==> src/hw/rtl/assert_macros.svh <==
// Assertion macros used by the RTL of the harmonic bond force block (the back part).
`ifndef ASSERT_MACROS_SVH
`define ASSERT_MACROS_SVH
`ifndef NO_ASSERTIONS
`define CHK_RST(lbl, ck, rs, prop) \
  lbl: assert property (@(posedge ck) disable iff (rs) prop) else $error("assertion failed");
`define CHK_ALL(lbl, ck, prop) \
  lbl: assert property (@(posedge ck) prop) else $error("assertion failed");
`else
`define CHK_RST(lbl, ck, rs, prop)
`define CHK_ALL(lbl, ck, prop)
`endif
`endif

==> src/hw/rtl/hbf_pkg.sv <==
// Types and constants of the harmonic bond force block.
package hbf_pkg;

  localparam int FRAC_BITS   = 16;
  localparam int LAMBDA_FRAC = 16;
  localparam int E_SHIFT     = 2 * FRAC_BITS + 1;
  localparam int F_SHIFT     = 2 * FRAC_BITS + LAMBDA_FRAC;
  localparam int DW    = 33;
  localparam int BW    = 34;
  localparam int CW    = 34;
  localparam int PW    = 2 * CW;
  localparam int QW    = 35;
  localparam int NUMW  = BW + F_SHIFT + QW - 1;
  localparam int ACCW  = NUMW + 1;
  localparam int SQW   = 67;
  localparam int SQ_STEPS = 34;
  localparam int CNTW  = 6;
  localparam int OUTW  = 48;
  localparam int LW    = 17;

  localparam logic [CNTW-1:0] SQ_CNT0  = CNTW'(SQ_STEPS - 1);
  localparam logic [CNTW-1:0] DIV_CNT0 = CNTW'(QW - 1);
  localparam logic [LW-1:0]   LAMBDA_RESET = LW'(1 << LAMBDA_FRAC);
  localparam logic            REG_LAMBDA = 1'b0;

  typedef struct packed {
    logic [2:0][DW-1:0] ad;
    logic [2:0]         sg;
    logic [31:0]        kb;
    logic [31:0]        b0;
    logic               active;
    logic               last;
  } entry_t;

  typedef enum logic [2:0] {
    ST_IDLE, ST_MUL_A, ST_MUL_B, ST_SQRT, ST_DIV, ST_FIN
  } state_t;

  typedef enum logic [4:0] {
    OP_DXX, OP_DYY, OP_DZZ, OP_DB2, OP_E_LO, OP_E_HI, OP_DBL, OP_B_LO, OP_B_HI,
    OP_NX0, OP_NX1, OP_NX2, OP_NY0, OP_NY1, OP_NY2, OP_NZ0, OP_NZ1, OP_NZ2
  } op_t;

  typedef enum logic [1:0] {SH_0, SH_1W, SH_2W} shift_t;

endpackage

==> src/hw/rtl/hbf_front.sv <==
// Front part: takes bonds, forms coordinate differences and classifies them.
module hbf_front (
  input  logic               push,
  input  logic               q_full,
  input  logic signed [31:0] xi,
  input  logic signed [31:0] yi,
  input  logic signed [31:0] zi,
  input  logic signed [31:0] xj,
  input  logic signed [31:0] yj,
  input  logic signed [31:0] zj,
  input  logic [31:0]        spring_const,
  input  logic [31:0]        rest_length,
  input  logic               active,
  input  logic               last_bond,
  output logic               q_push,
  output hbf_pkg::entry_t    q_entry
);

  logic [2:0][hbf_pkg::DW-1:0] diff;

  always_comb begin
    diff[0] = {xj[31], xj} - {xi[31], xi};
    diff[1] = {yj[31], yj} - {yi[31], yi};
    diff[2] = {zj[31], zj} - {zi[31], zi};
    for (int k = 0; k < 3; k++) begin
      q_entry.sg[k] = diff[k][hbf_pkg::DW-1];
      q_entry.ad[k] = diff[k][hbf_pkg::DW-1] ? (~diff[k] + 1'b1) : diff[k];
    end
    q_entry.kb     = spring_const;
    q_entry.b0     = rest_length;
    q_entry.active = active;
    q_entry.last   = last_bond;
  end

  assign q_push = push && !q_full;

endmodule

==> config.mk <==
export PLATFORM = sky130hd
export DESIGN_NAME = hbf_front
export DESIGN_NICKNAME = d
export VERILOG_FILES = /design/src/hw/rtl/assert_macros.svh /design/src/hw/rtl/hbf_pkg.sv /design/src/hw/rtl/hbf_front.sv
export SDC_FILE = /design/constraint.sdc
export NUM_CORES = 1
export LEC_CHECK = 0
export BUFFER_PORTS_ARGS = -buffer_cell sky130_fd_sc_hd__buf_2
export CORE_UTILIZATION = 26
export DETAILED_ROUTE_END_ITERATION = 12
export PLACE_DENSITY = 0.53
export SETUP_SLACK_MARGIN = 0.5
export SLEW_MARGIN = 20
export SYNTH_ARGS = -nofsm -noshare
export SYNTH_HDL_FRONTEND = slang
export SYNTH_SLANG_ARGS = --single-unit
==> constraint.sdc <==
create_clock -name vclk -period 5
set_input_delay 1 -clock vclk [all_inputs]
set_output_delay 1 -clock vclk [all_outputs]
set_load 0.05 [all_outputs]
* Word-level counts from Yosys, hierarchy flattened
Index checks and enable logic that the tools add are counted.
** Operators by class
- Bitwise logic cells :: 3
- Mux-type cells :: 3
- $add $sub $neg :: 6
- Reductions and logical operators :: 2
** Operator list (number)
- $add A33 B1 Y33 const B :: 3
- $mux W33 :: 3
- $not A33 Y33 :: 3
- $sub A32 B32 Y33 :: 3
- $logic_and A1 B1 Y1 :: 1
- $logic_not A1 Y1 :: 1
** Storage, ports and cells
- Output and inout bits :: 169
- Register bits :: 0

* Depth between registers and ports, before layout
- Word-level depth :: 4
- Depth in mapped cells :: 15
- Mapped depth without buffers :: 14

* Worst setup path after synthesis
OpenSTA, ideal clock, no wires.
- Kind :: input to output
- Start :: input yj[0]
- End :: output q_entry[134] (netlist bit)
- Data required time :: 4000 ps
- Data arrival time :: 5164 ps
- Cell stages on the path :: 13
- Slack :: -1164 ps
- Cells stage by stage :: inv_1 -> ha_1 -> fa_1 -> nor2b_4 -> o31a_1 -> o31ai_1 -> a2111oi_1 -> nor2_1 -> xor2_1 -> nand4_1 -> nor4b_1 -> nand3_1 -> nor4_1
** RTL lines
- from (decl) :: RTL line hbf_front.sv:9 : input logic signed [31:0] yj,
- to (decl) :: RTL line hbf_front.sv:16 : output hbf_pkg::entry_t q_entry

==> results.sh <==
export IMPL_ant_nets=0
export IMPL_dieArea_um2=34800
export IMPL_layout_area_seq_um2=0
export IMPL_die_h_um=187
export IMPL_tightest_slew_ns=0.723
export IMPL_synth_adder_area_share_pct=14.7
export IMPL_fmax_ghz=0.189
export IMPL_path_common_cell="xnor2_4"
export IMPL_worst_slack_ns=-0.302
export IMPL_layout_min_cycle_time_ns=5.30
export IMPL_firstDrtPassIters=5
export IMPL_slew_headroom_pct=51.7
export IMPL_min_delay_start="rest_length[10]"
export IMPL_vias_per_cell=4.91
export IMPL_leakage_nw=8.29
export IMPL_p_switching_mw=2.65
export IMPL_ir_drop_mv=0.270
export IMPL_syn_area_um2=8860
export IMPL_rsz0062_at_grt="yes"
export IMPL_vias=11797
export IMPL_overflow=0
export IMPL_num_io_pins=429
export IMPL_slowest_delay_ns=0.55
export IMPL_setup_viol=51
export IMPL_post_route_drc_count=0
export IMPL_cellPowerDensity_nw_per_um2=260
export IMPL_fin_crit_sh_pct=106
export IMPL_clockPowerShare_pct=0
export IMPL_outcome="finished, violations left"
export IMPL_synth_compound_area_share_pct=31.1
export IMPL_cpMaxStageDelayCell="or4b_4"
export IMPL_violations="setup timing"
export IMPL_grt_first_pass_wirelength_um=58800
export IMPL_antenna_cells=0
export IMPL_core_um2=33500
export IMPL_crit_type="primary input to output pin"
export IMPL_hp_class="primary input to output pin"
export IMPL_holdPathEnd="q_entry[12]"
export IMPL_synth_distinct_cells=101
export IMPL_switching_share_pct=54.9
export IMPL_antenna_found_initial=0
export IMPL_grt_total_usage_pct=20.1
export IMPL_yosysTopAreaCell="ha_1"
export IMPL_endpoint_kind="output pin"
export IMPL_yosysTopAreaCellShare_pct=14.0
export IMPL_dp_slack_ns=-0.533
export IMPL_synth_common_cells="inv_1 (127), a21oi_1 (122), nand2_1 (105)"
export IMPL_ys_seq_area_share_pct=0
export IMPL_cp_data_required_time_ns=4.00
export IMPL_clkbuf_count=0
export IMPL_grt_pass1_vias=11810
export IMPL_crit_path_max_fanout=4
export IMPL_synthMuxAreaShare_pct=0.734
export IMPL_seq_power_share_pct=0
export IMPL_syn_avg_cell_area_um2=6.67
export IMPL_slew_violations=0
export IMPL_routedWlPerCell_um=15.5
export IMPL_synth_warnings=0
export IMPL_rows=67
export IMPL_worstPathArrival_ns=4.30
export IMPL_die_w_um=187
export IMPL_worstSetupStartpointType="primary input"
export IMPL_area_growth_syn_to_layout_pct=109
export IMPL_syn_instance_count=1329
export IMPL_min_path_cells=0
export IMPL_path_cells="buf_8 > inv_12 > ha_4 > fa_2 > nor2b_4 > o31a_1 > o21a_4 > a211o_4 > xnor2_4 > o211ai_2 > or4b_4 > or3b_4 > o21ai_4 > xnor2_4 > buf_6"
export IMPL_cap_violations=0
export IMPL_drive_gt1_share_pct=59.0
export IMPL_post_synth_and_or_nand_nor_area_fraction_pct=24.6
export IMPL_drt_iter0_drc=486
export IMPL_worst_path_buf_inv=3
export IMPL_gp_congestion=0.884
export IMPL_p_comb_share_pct=100.0
export IMPL_synth_most_common_cell="inv_1"
export IMPL_cpLargestDelayFamily="compound AO/OA/AOI/OAI gates"
export IMPL_dp_hpwl_um=30700
export IMPL_design_seq_count=0
export IMPL_internal_power_mw=2.17
export IMPL_hold_ws_ns=2.00
export IMPL_numPortBuffers=297
export IMPL_hold_viol=0
export IMPL_synth_top_family_by_area="compound AO/OA/AOI/OAI gates"
export IMPL_netlist_top_cells_area="ha_1 (14%), xnor2_1 (9.7%), a21oi_1 (6.9%)"
export IMPL_start_util_pct=26.4
export IMPL_fillers=3028
export IMPL_grt_max_degree=11
export IMPL_synth_xor_xnor_area_share_pct=15.8
export IMPL_routed_wl_um=37300
export IMPL_num_nets_final=2318
export IMPL_syn_nets=1691
-- metrics by stage --
| stage | TNS (ns) | instances | area (um^2) | total power [mW] | utilization [%] |
|---|---|---|---|---|---|
| floorplan | -3.76 | 1329 | 11600 | 3.00 | - |
| global placement | -18.15 | 2325 | 15600 | 3.97 | 46.5 |
| detailed placement | -21.40 | 2325 | 15600 | 4.00 | 46.5 |
| CTS | -5.40 | 2384 | 17800 | 4.69 | 53.1 |
| global route | -16.19 | 2402 | 18500 | 5.07 | 55.2 |
| finish | -7.29 | 2402 | 18500 | 4.82 | 55.2 |
-- logic make-up after synthesis --
family                   Yosys count
buffers and inverters            235
XOR/XNOR                         158
multiplexers                       6
adder cells (fa/ha/maj)          102
AND/OR/NAND/NOR                  414
AO/OA/AOI/OAI                    414
-- power by group through the flow --
| stage | Clock, mW | Sequential [mW] | Combinational [mW] |
|---|---|---|---|
| final | 0 | 0 | 4.82 |
| after detailed placement | 0 | 0 | 4.00 |
| after floorplan | 0 | 0 | 3.00 |
| after global placement | 0 | 0 | 3.97 |
| after global routing | 0 | 0 | 5.07 |
| after CTS | 0 | 0 | 4.69 |
-- repair_timing --
item,4_1_cts,5_1_grt
pin swaps,132,62
hold buffers,0,0
resized for setup,421,106
gates cloned,5,0
endpoints found under the setup margin,99,99
setup buffers,54,18
-- final cells by class --
type | instances | area [um^2] | area share, %
Timing Repair inverter | 2 | 36.3 | 0.196
Timing Repair Buffer | 729 | 5860 | 31.6
Multi-Input combinational cell | 1094 | 11500 | 62.0
Tap cell | 448 | 561 | 3.03
Inverter | 129 | 573 | 3.10
-- worst max-delay path by stage --
stage          startpoint      endpoint  slack, ns  depth (start not counted)
3_3_place_gp        yi[5]  q_entry[127]      -0.48                         14
4_1_cts             yi[1]  q_entry[129]      -0.29                         14
3_5_place_dp        yi[5]  q_entry[129]      -0.53                         14
5_1_grt             yi[7]  q_entry[129]      -0.40                         15
6_report            yj[0]  q_entry[129]      -0.30                         15
2_1_floorplan       yj[0]  q_entry[134]      -0.24                         13
-- placed cells by master (no fill, tap or decap), types with 13 or more instances in the layout --
cell and instances:
o21ai_4 24, nor2_1 75, buf_6 147, xnor2_1 33
xor2_4 19, o21ai_0 43, a31oi_4 13, xnor2_4 47
nand3_1 26, o21a_1 16, ha_1 63, inv_1 108
and2_1 14, xor2_2 17, ha_4 30, nand2_1 89
nand4_1 19, a21oi_2 22, nor2b_1 13, nor3_1 18
xor2_1 23, a21o_1 28, buf_4 370, xnor2_2 19
nor2_4 14, a21oi_4 26, buf_2 186, a21oi_1 77
-- per-layer routing --
layer / GRT usage [%] / share of wire, % / up-vias
met5: 0 / 0 / -
met4: 4.35 / 2.4 / 0
met3: 1.05 / 3.8 / 80
met2: 37.5 / 51 / 287
met1: 25.3 / 43 / 5481
li1: - / - / 5949
(Power assumes the default switching activity.)
