File: src/hw/rtl/assert_macros.svh
// Assertion macros used by the RTL of the harmonic bond force block (the back part).
`ifndef ASSERT_MACROS_SVH
`define ASSERT_MACROS_SVH
`ifndef NO_ASSERTIONS
`define CHK_RST(lbl, ck, rs, prop) \
  lbl: assert property (@(posedge ck) disable iff (rs) prop) else $error("assertion failed");
`define CHK_ALL(lbl, ck, prop) \
  lbl: assert property (@(posedge ck) prop) else $error("assertion failed");
`else
`define CHK_RST(lbl, ck, rs, prop)
`define CHK_ALL(lbl, ck, prop)
`endif
`endif

File: src/hw/rtl/hbf_pkg.sv
// Types and constants of the harmonic bond force block.
package hbf_pkg;

  localparam int FRAC_BITS   = 16;
  localparam int LAMBDA_FRAC = 16;
  localparam int E_SHIFT     = 2 * FRAC_BITS + 1;
  localparam int F_SHIFT     = 2 * FRAC_BITS + LAMBDA_FRAC;
  localparam int DW    = 33;
  localparam int BW    = 34;
  localparam int CW    = 34;
  localparam int PW    = 2 * CW;
  localparam int QW    = 35;
  localparam int NUMW  = BW + F_SHIFT + QW - 1;
  localparam int ACCW  = NUMW + 1;
  localparam int SQW   = 67;
  localparam int SQ_STEPS = 34;
  localparam int CNTW  = 6;
  localparam int OUTW  = 48;
  localparam int LW    = 17;

  localparam logic [CNTW-1:0] SQ_CNT0  = CNTW'(SQ_STEPS - 1);
  localparam logic [CNTW-1:0] DIV_CNT0 = CNTW'(QW - 1);
  localparam logic [LW-1:0]   LAMBDA_RESET = LW'(1 << LAMBDA_FRAC);
  localparam logic            REG_LAMBDA = 1'b0;

  typedef struct packed {
    logic [2:0][DW-1:0] ad;
    logic [2:0]         sg;
    logic [31:0]        kb;
    logic [31:0]        b0;
    logic               active;
    logic               last;
  } entry_t;

  typedef enum logic [2:0] {
    ST_IDLE, ST_MUL_A, ST_MUL_B, ST_SQRT, ST_DIV, ST_FIN
  } state_t;

  typedef enum logic [4:0] {
    OP_DXX, OP_DYY, OP_DZZ, OP_DB2, OP_E_LO, OP_E_HI, OP_DBL, OP_B_LO, OP_B_HI,
    OP_NX0, OP_NX1, OP_NX2, OP_NY0, OP_NY1, OP_NY2, OP_NZ0, OP_NZ1, OP_NZ2
  } op_t;

  typedef enum logic [1:0] {SH_0, SH_1W, SH_2W} shift_t;

endpackage

File: src/hw/rtl/hbf_queue.sv
// Two-entry queue between the front and the back part.
module hbf_queue (
  input  logic            clk,
  input  logic            rst,
  input  logic            wr,
  input  hbf_pkg::entry_t wdata,
  input  logic            rd,
  output hbf_pkg::entry_t rdata,
  output logic            full,
  output logic            valid
);

  hbf_pkg::entry_t slots [2];
  logic       wptr;
  logic       rptr;
  logic [1:0] count;

  always_ff @(posedge clk) begin
    if (rst) begin
      wptr  <= 1'b0;
      rptr  <= 1'b0;
      count <= 2'd0;
    end else begin
      if (wr) begin
        wptr <= !wptr;
      end
      if (rd) begin
        rptr <= !rptr;
      end
      count <= count + 2'(wr) - 2'(rd);
    end
  end

  always_ff @(posedge clk) begin
    if (wr) begin
      slots[wptr] <= wdata;
    end
  end

  assign rdata = slots[rptr];
  assign full  = (count == 2'd2);
  assign valid = (count != 2'd0);

endmodule

File: config.mk
export PLATFORM = sky130hd
export DESIGN_NAME = hbf_queue
export DESIGN_NICKNAME = d
export VERILOG_FILES = /design/src/hw/rtl/assert_macros.svh /design/src/hw/rtl/hbf_pkg.sv /design/src/hw/rtl/hbf_queue.sv
export SDC_FILE = /design/constraint.sdc
export NUM_CORES = 1
export LEC_CHECK = 0
export ABC_CLOCK_PERIOD_IN_PS = 15300
export BUFFER_PORTS_ARGS = -buffer_cell sky130_fd_sc_hd__buf_2
export CORE_MARGIN = 4
export CORE_UTILIZATION = 55
export DETAILED_ROUTE_END_ITERATION = 10
export GPL_ROUTABILITY_DRIVEN = 0
export PLACE_DENSITY_LB_ADDON = 0.12
export SLEW_MARGIN = 20
export SYNTH_ARGS = -nofsm -noshare
export SYNTH_HDL_FRONTEND = slang
export SYNTH_SLANG_ARGS = --single-unit
export TNS_END_PERCENT = 100
File: constraint.sdc
create_clock -name clk -period 15.3 [get_ports clk]
set_clock_uncertainty 0.05 [all_clocks]
set_input_delay 2.295 -clock clk [delete_from_list [all_inputs] [get_ports clk]]
set_output_delay 2.295 -clock clk [all_outputs]
set_load 0.03 [all_outputs]
# Word-level counts from Yosys, hierarchy flattened
# Memory sizes are Yosys's and may differ from the RTL's. A register that Yosys moved wholly into a read port is not among the register bits.
# Index checks and enable logic that the tools add are counted.
# classes
n_reduce_logical,3
eq_ne,1
muxes,4
add_sub_neg,2
# ops
op,n
2-to-1 mux 1 bit,4
adder 2 x 1 -> 2 bit,1
== test 2 bit (second input constant),1
zero test 1 bit,2
nonzero test 2 bit,1
subtractor 2 x 1 -> 2 bit,1
# totals
mem_count,1
ff_bits,4
input_bits,172
mem_bits_rw,336
# memory_table
memory,words,width,read_ports,rd_clocked_by_memory_dff,write_ports,line_no,rtl
slots,2,168,1,1,1,hbf_queue.sv:13,hbf_pkg::entry_t slots [2];

# Logic depth before layout (Yosys ltp)
# Gate-level depths: netlist of run 1.
# depth
depth_word,3
ltp_mapped,6
ltp_nobuf,6

# Worst setup path after synthesis of run 1
# No wires, ideal clock.
# synth_path
path_type,input to register
from,input wr
to,memory slots[0][0] (netlist name) (enable)
t_arrival_ps,9552
stages,1
setup_slack_ps,4980
required_ps,14532
path_buffers,0
cell_sequence,nor2b_1
# synth_between
elab_chain_len,2
# synth_rtl
item,line_no,rtl
from (decl),hbf_queue.sv:5,"input logic wr,"
2-to-1 mux 1 bit,hbf_queue.sv:35,if (wr) begin
2-to-1 mux 1 bit (implied by the code),hbf_queue.sv:36,slots[wptr] <= wdata;
to (decl),hbf_queue.sv:13,
# No other way between the ends.

==> impl_results.md, run 1 <==
- Status: finished clean
- Post-synthesis cell area: between 10000 and 15000 sq um
- CTS sink cnt: 341
- Largest net degree at the start of global routing: between 70 and 80
- CTS clk-pin slew, worst paths: approximately 0.060 ns
- Setup bufs post-CTS: 0
- Worst slew pin tran: 1.06 ns
- Register area: 10200 sq um
- Max-cap viol count: 0
- Final design utilization: 0.696
- Number of fillers in the final layout: between 1000 and 1500
- Initial antenna violation count: 14
- Pwr per Cell Area: 141 nW/um^2
- Avg Vias per Cell: 5.11
- WS Path Type: reg -> out
- Remaining DRCs: 0
- Crit Path Max Fanout: 75
- Die X: 160 microns
- Hpwl dp: 17.3 mm
- Max Fclk: approximately 160 MHz
- Drt wl/cell: 20.5 microns
- Worst skew pair latency: 0.49 ns
- Most common cell after layout, fill and taps aside: buf_2
- Setup crit start kind: flip-flop
- Global-route wire length before repair: 37.6 mm
- GRT Residual Overflow: 0
- Hold Path Class: reg -> reg
- Yosys reg bits: 341
- Hold Buf Count CTS: 0
- Final net count: 1084
- Syn nets: 718
- Cts bufs inserted: 36
- IO Pins: about 340
- Slew margin rel.: 0.295
- CTS Root Cell: clkbuf_16
- Final ANT Viol Nets: 0
- Syn avg cell area: 23.5 sq um
- Min Clock Period, post-route: 6.15 ns
- Starting DRC count in detailed routing: 393
- Core area: around 23000 sq um
- Die span in y: 160 microns
- Multi-input gate area: approximately 2400 sq um
- Layout cells sized above 1: 0.602
- Row cnt: between 50 and 60
- Synth unique cells: 14
- TritonCTS clock tree: built
- RSZ-0062 raised after global routing: false
- Period utilization: 0.402
- Post-DP Area: 14700 sq um
- Sequential element share of the synthesized area: 0.798
- # resized after CTS: 0
- Post-Syn Instances: approximately 540
- Critical Path End Type: output port
- Worst Path Required: 12.96 ns
- WL final: 25.2 mm
- Vias in the first global route: 6779
- CP arrival: 3.80 ns
- Starting Density: 0.562
- Pleak: 6.17 nW
- # setup viols final: 0
- PortBufs: between 300 and 400
- Commonest cells after routing, fill and taps aside: 341 x buf_2, 336 x edfxtp_1, 101 x mux2_4
- Clock Path Buffers: 3
- Final Hold Fails: 0
- H-tree levels: 2
- Number of synthesis warnings: 0
- Design area: between 15000 and 20000 sq um
- Vias after detailed routing: 6282
- Max Transition Viols Final: 0
- Layout area overhead: 23.8%
- Worst VDD drop: 0.110 mV
- Setup TNS: 0 ns
- Gr usage total: 0.189
- First-pass iteration count of the detailed router: 4
- DIE AREA: 25700 sq um
==> sequential cells by signal (all words and copies together) (netlist names), named ones only <==
name	count
wptr	1
rptr	1
slots	336
count	2
==> metrics by stage <==
stage          hold WS (ns)  worst slack (ns)  std cells  total power (W)
2_1_floorplan         0.430              4.98        544          0.00137
5_1_grt               0.520              8.88       1229          0.00232
3_3_place_gp          0.449              9.66       1157          0.00145
6_report              0.510              9.15       1229          0.00223
3_5_place_dp          0.496              9.61       1157          0.00146
4_1_cts               0.508              9.07       1220          0.00226
==> critical path, stage by stage (launching register included) <==
cell and delay [ns]:
dfxtp_4 0.77, buf_4 0.92, buf_4 0.94, mux2_2 0.42
buf_2 0.18
==> routing by layer <==
layer,up-vias,wire (microns),share of wire,GRT usage
li1,2909,-,-,-
met2,264,12900,0.51,0.321
met4,10,815,0.032,0.0813
met5,-,62,0.0025,0
met1,3041,8950,0.36,0.212
met3,58,2500,0.099,0.0775
==> Yosys cell counts <==
cell type,instances,share of area
and2_1,1,0.00049
buf_2,4,0.0016
or2_2,1,0.00049
inv_1,2,0.00059
nor2b_1,3,0.0015
xnor2_1,2,0.0014
edfxtp_1,336,0.79
buf_6,15,0.013
xnor3_1,1,0.0018
mux2_2,67,0.059
ha_1,2,0.0020
mux2_4,101,0.12
nor2_1,4,0.0012
dfxtp_1,5,0.0078
==> cells by family after synthesis <==
| logic type | after synthesis | synth area share |
|---|---|---|
| xor gates and xnor gates | 3 | 0.00314 |
| adders and majority gates | 2 | 0.00196 |
| buffers and inverters | 21 | 0.0154 |
| DFF | 341 | 0.798 |
| muxes | 168 | 0.178 |
| and+or+nand+nor | 9 | 0.00363 |
==> area by class of cell <==
type	instances	area share
clock inverters	11	0.00649
inverters	2	0.000475
well taps	285	0.0226
flip-flops and latches	341	0.645
diodes	9	0.00142
repair buffers	347	0.111
multi-input cells	182	0.151
clock buffers	52	0.0621
==> power by group <==
part           switching [W]  total [W]  internal [W]
Combinational       0.000200   0.000322      0.000122
Sequential         0.0000185    0.00111       0.00109
Clock               0.000319   0.000797      0.000479
==> final timing paths <==
path / from / endpoint / slack (ns) / depth (start not counted)
setup / recovery: flip-flop / rdata[162] / 9.15 / 4
hold / removal: rptr$_SDFFE_PP0P_ / flip-flop / 0.51 / 2
setup reg to reg: wptr$_SDFFE_PP0P_ / slots[0][160]$_DFFE_PP_ / 12.93 / 2
hold reg to reg: rptr$_SDFFE_PP0P_ / flip-flop / 0.51 / 2
(Power assumes the default switching activity.)
==> inputs of run 2 (changes only) <==
- ABC_CLOCK_PERIOD_IN_PS: 15300 -> 5130
- CORE_UTILIZATION: 55 -> 47
- clock period: 15.3 -> 5.13 ns (I/O delays scaled with it)
==> run 2 against run 1 <==
Effect of this change:
- routed wire length grew 0.56%
- global-route usage fell by 2.7 points
- sequential share of layout area is 0.68 points lower
- largest cell class unchanged
- die area grew 16%
- via count rose by 0.53%
- first-iteration DRC count shrank 23%
- critical path type unchanged
- count of clock-buffer cells in the layout is 6 lower
- sequential power increased to 3.0 times the previous value
==> impl_results.md, run 2 (synthesis gave the netlist of run 1 again) <==
- HP Start: wdata[44]
- Max Transition Viols Final: 0 (unchanged)
- Most common cell after layout, fill and taps aside: buf_2
- Sequential share of power: 0.495 (-0.003)
- Layout area overhead: 25.1%
- Final Hold Fails: 0 (unchanged)
- CTS clk-pin slew, worst paths: 0.06 ns (about the same)
- Internal power: 0.00505 W (+200%)
- Slowest cell on the critical path: buf_12
- Crit-path max cell delay: 0.47 ns (-0.47 ns)
- WL final: 25.3 mm (+0.56%)
- Worst VDD drop: 0.249 mV (+130%)
- Die span in y: 173 microns (+7.8%)
- Top flop regs: slots (336), count (2)
- Initial antenna violation count: 8 (-6)
- Vias after detailed routing: 6315 (+0.53%)
- First-pass iteration count of the detailed router: 4 (unchanged)
- Pleak: 6.22 nW (+0.89%)
- Avg Vias per Cell: 4.93 (-3.6%)
- GRT Residual Overflow: 0 (unchanged)
- Psw: 0.00161 W (+200%)
- Final net count: 1086 (+0.18%)
- CTS Root Cell: clkbuf_16
- Drt wl/cell: 19.8 microns (-3.5%)
- Max Fclk: 348 MHz
- Setup bufs post-CTS: 0 (unchanged)
- # setup viols final: 0 (unchanged)
- Worst skew pair latency: 0.49 ns (about the same)
- RSZ-0062 raised after global routing: false
- R2r startpoint: wptr$_SDFFE_PP0P_
- Starting Density: 0.475 (-0.0872)
- Core area: 26900 sq um (+18%)
- TritonCTS clock tree: built
- Final ANT Viol Nets: 0 (unchanged)
- Cts bufs inserted: 36 (unchanged)
- Starting DRC count in detailed routing: 302 (-23%)
- Hold Path Class: in -> reg
- Gr usage total: 0.163 (-0.0267)
- Hold Buf Count CTS: 0 (unchanged)
- DIE AREA: 29900 sq um (+16%)
- Min Clock Period, post-route: 2.87 ns
- Hpwl dp: 17.2 mm (-0.54%)
- Largest net degree at the start of global routing: 102 (+34%)
- # resized after CTS: 0 (unchanged)
- Crit Path Max Fanout: 101 (+35%)
- Slew margin rel.: 0.538 (+0.242)
- Setup crit start kind: flip-flop
- Cell Chain, Critical Path: buf_12 -> mux2_2 -> buf_2
- Global-route wire length before repair: 38.0 mm (+1.3%)
- Setup TNS: 0 ns (unchanged)
- Die X: 173 microns (+7.8%)
- Clock share of power: 0.357 (about the same)
- Worst slew pin tran: 0.694 ns (-0.363 ns)
- Layout cells sized above 1: 0.607 (+0.00512)
- IO Pins: 342 (unchanged)
- Number of fillers in the final layout: 2038 (+38%)
- Largest register FFs: 336 (unchanged)
- Period utilization: 0.560
- Row cnt: 60 (+9.1%)
- Status: finished clean
- Worst Path Required: 4.31 ns (-8.65 ns)
- Clock Path Buffers: 3 (unchanged)
- Remaining DRCs: 0 (unchanged)
- PortBufs: 341 (unchanged)
- Critical Path End Type: output port
- CTS sink cnt: 341 (unchanged)
- Post-DP Area: 14800 sq um (+0.90%)
- Vias in the first global route: 6779 (unchanged)
- Design area: 16000 sq um (+1.1%)
- Commonest cells after routing, fill and taps aside: 341 x buf_2, 336 x edfxtp_1, 101 x mux2_4
- Top reg by flops: slots
- CP arrival: 2.05 ns (-1.75 ns)
- Max-cap viol count: 0 (unchanged)
- Comb pwr share: 0.148 (+0.004)
- WS Path Type: reg -> out
- Power Total: 0.00666 W (+200%)
- Pwr per Cell Area: 417 nW/um^2 (+200%)
- Sw Share: 0.242 (+0.00107)
- H-tree levels: 2 (unchanged)
[run 2: critical path, delay by kind of cell (launching register included)]
family	cells	cell delay [ns]
buf+inv	2	0.65
mux	1	0.42
flops	1	0.37
[run 2: final cells by class]
| cell class | instances | area (sq um) | area share |
|---|---|---|---|
| repair buffers | 349 | 1860 | 0.117 |
| flip-flops and latches | 341 | 10200 | 0.638 |
| clock buffers | 46 | 960 | 0.0601 |
| multi-input cells | 182 | 2390 | 0.150 |
| diodes | 3 | 7.51 | 0.000470 |
| inverters | 2 | 7.51 | 0.000470 |
| well taps | 341 | 427 | 0.0267 |
| clock inverters | 17 | 128 | 0.00799 |
[run 2: path summary, 6_finish.rpt]
path | end | slack (ns) | depth (start not counted)
worst max-delay path | rdata[5] | 2.26 | 3
worst min-delay path | slots[0][44]$_DFFE_PP_ | 0.41 | 1
worst max register to register | slots[1][120]$_DFFE_PP_ | 3.02 | 3
worst min register to register | rptr$_SDFFE_PP0P_ | 0.47 | 2
[run 2: per-stage QoR]
step	hold slack (ns)	instances	setup slack [ns]	util
2_1_floorplan	0.430	544	1.36	-
3_3_place_gp	0.460	1213	2.39	0.552
3_5_place_dp	0.463	1213	2.32	0.552
4_1_cts	0.375	1276	2.23	0.592
5_1_grt	0.377	1280	2.17	0.594
6_report	0.408	1281	2.26	0.594
[run 2: power groups by stage]
stage          combinational, W  clock (W)  sequential [W]
6_report               0.000987    0.00238         0.00330
5_1_grt                 0.00104    0.00258         0.00331
4_1_cts                0.000997    0.00245         0.00330
3_5_place_dp           0.000994          0         0.00336
3_3_place_gp           0.000979          0         0.00335
2_1_floorplan          0.000702          0         0.00335
[run 2: per-layer routing]
| layer | part of all wire | wire length [microns] | global-route usage |
|---|---|---|---|
| met2 | 0.50 | 12600 | 0.276 |
| met5 | 0.0028 | 72 | 0 |
| met1 | 0.38 | 9650 | 0.192 |
| met4 | 0.021 | 521 | 0.0476 |
| met3 | 0.097 | 2470 | 0.0662 |
==> inputs of run 3 (changes only) <==
- ABC_CLOCK_PERIOD_IN_PS: 5130 -> 2870
- CORE_UTILIZATION: 47 -> 52
- clock period: 5.13 -> 2.87 ns (I/O delays scaled with it)
==> run 3 against run 2 <==
Effect of this change:
- first-iteration DRC count rose by 21%
- combinational power rose by 76%
- worst hold slack got worse by 0.35 ns
- worst setup slack got worse by 1.9 ns
- die area fell by 9.2%
- power rose by 82%
- via count rose by 0.13%
- routed wire length fell by 0.33%
- final cell count fell by 0.94%
- utilization rose by 6.6 points
- largest cell class unchanged
==> impl_results.md, run 3 (synthesis gave the netlist of run 1 again) <==
- Status: finished clean
- R2r startpoint: wptr$_SDFFE_PP0P_
- # resized after CTS: 0 (unchanged)
- Final net count: 1089 (+0.28%)
- GRT Residual Overflow: 0 (unchanged)
- Crit Path Max Fanout: 27 (-73%)
- CP arrival: 2.07 ns (+0.02 ns)
- Starting DRC count in detailed routing: 366 (+21%)
- Cell Chain, Critical Path: buf_4 -> mux2_2 -> buf_2
- Clock Path Buffers: 3 (unchanged)
- RSZ-0062 raised after global routing: false
- CTS clk-pin slew, worst paths: 0.06 ns (about the same)
- DIE AREA: 27100 sq um (-9.2%)
- HP Start: wdata[118]
- Setup crit start kind: flip-flop
- R2R Setup Slk: 1.27 ns (-1.75 ns)
- Setup bufs post-CTS: 0 (unchanged)
- CTS sink cnt: 341 (unchanged)
- RR Endpoint: slots[1][60]$_DFFE_PP_
- Number of fillers in the final layout: 1712 (-16%)
- WS Path Type: reg -> out
- Global-route wire length before repair: 36.1 mm (-5.0%)
- Row cnt: 57 (-5.0%)
- Vias in the first global route: 6681 (-1.4%)
- PortBufs: 341 (unchanged)
- Top reg by flops: slots
- Remaining DRCs: 0 (unchanged)
- Core area: 24200 sq um (-9.8%)
- Final ANT Viol Nets: 0 (unchanged)
- Hold Path End: slots[0][118]$_DFFE_PP_
- Final Hold Fails: 0 (unchanged)
- Max-cap viol count: 0 (unchanged)
- Cts bufs inserted: 37 (+2.8%)
- Layout area overhead: 25.4%
- Design area: 16000 sq um (+0.26%)
- Layout cells sized above 1: 0.608 (+0.00102)
- Worst skew pair latency: 0.50 ns (about the same)
- Pleak: 6.25 nW (+0.42%)
- Period utilization: 0.887
- DP Worst Slack: 0.823 ns (-1.50 ns)
- Worst Hold Depth: 1 (unchanged)
- Hold Path Class: in -> reg
- Max Transition Viols Final: 0 (unchanged)
- Max Fclk: 393 MHz
- WL final: 25.3 mm (-0.33%)
- CTS Root Cell: clkbuf_16
- Critical Path End Type: output port
- Largest net degree at the start of global routing: 106 (+3.9%)
- Initial antenna violation count: 6 (-2)
- Slowest cell on the critical path: dfxtp_4
- Reg2reg path depth: 2 (-1)
- Slew margin rel.: 0.562 (+0.0248)
- First-pass iteration count of the detailed router: 4 (unchanged)
- Die X: 165 microns (-4.7%)
- Top flop regs: slots (336), count (2)
- Most common cell after layout, fill and taps aside: buf_2
- Hold Buf Count CTS: 0 (unchanged)
- Final design utilization: 0.661 (+0.0661)
- Largest register FFs: 336 (unchanged)
- Post-DP Area: 14800 sq um (about the same)
- IO Pins: 342 (unchanged)
- Worst Path Required: 2.39 ns (-1.92 ns)
- Die span in y: 165 microns (-4.7%)
- Hpwl dp: 17.3 mm (+0.30%)
- Avg Vias per Cell: 4.98 (+1.1%)
- Vias after detailed routing: 6323 (+0.13%)
- H-tree levels: 2 (unchanged)
- TritonCTS clock tree: built
- Pwr per Cell Area: 757 nW/um^2 (+82%)
- Worst slew pin tran: 0.656 ns (-0.0372 ns)
- Min Clock Period, post-route: 2.55 ns
- Commonest cells after routing, fill and taps aside: 341 x buf_2, 336 x edfxtp_1, 101 x mux2_4
- Drt wl/cell: 19.9 microns (+0.61%)
- # setup viols final: 0 (unchanged)
- Gr usage total: 0.176 (+0.0132)
- Worst VDD drop: 0.474 mV (+91%)
- Crit-path max cell delay: 0.54 ns (+0.07 ns)
- Setup WS post-layout: 0.323 ns (-1.93 ns)
- Starting Density: 0.527 (+0.0515)
-- run 3: power breakdown --
part	internal (W)	switching (W)	total (W)
Combinational	0.000665	0.00108	0.00174
Clock	0.00270	0.00177	0.00447
Sequential	0.00582	0.0000870	0.00591
-- run 3: critical path, delay by kind of cell (launching register included) --
| family | cells | cell delay (ns) |
|---|---|---|
| buffers and inverters | 2 | 0.61 |
| flip-flops | 1 | 0.54 |
| multiplexers | 1 | 0.40 |
-- run 3: how the worst max path moves through the flow --
stage / endpoint / slack [ns] / cells past startpoint
floorplan: slots[0][0]$_DFFE_PP_ / -0.56 / 1
global placement: rdata[158] / 0.84 / 3
detailed placement: rdata[30] / 0.82 / 3
CTS: rdata[3] / 0.27 / 3
global route: rdata[30] / 0.21 / 3
finish: rdata[30] / 0.32 / 3
-- run 3: layer usage --
layer / share of wire / routed length [microns] / up-vias / track usage
li1: - / - / 2925 / -
met1: 0.37 / 9270 / 3086 / 0.204
met2: 0.51 / 13000 / 253 / 0.305
met3: 0.090 / 2280 / 53 / 0.0574
met4: 0.027 / 678 / 6 / 0.0665
met5: 0.0017 / 43 / - / 0
-- run 3: final cells by class --
class,count,area (sq um),share of cell area
inverters,2,7.51,0.000469
well taps,324,405,0.0253
repair buffers,351,1840,0.115
flip-flops and latches,341,10200,0.636
diodes,3,7.51,0.000469
clock buffers,48,1030,0.0643
multi-input cells,182,2390,0.149
clock inverters,18,138,0.00859
-- run 3: metrics by stage --
step | TNS [ns] | hold WS, ns | total power, W | instances
finish | 0 | 0.0602 | 0.0121 | 1269
global route | 0 | 0.0354 | 0.0126 | 1269
CTS | 0 | 0.0311 | 0.0123 | 1266
detailed placement | 0 | 0.464 | 0.00778 | 1200
global placement | 0 | 0.448 | 0.00773 | 1200
floorplan | -116.55 | 0.430 | 0.00725 | 544
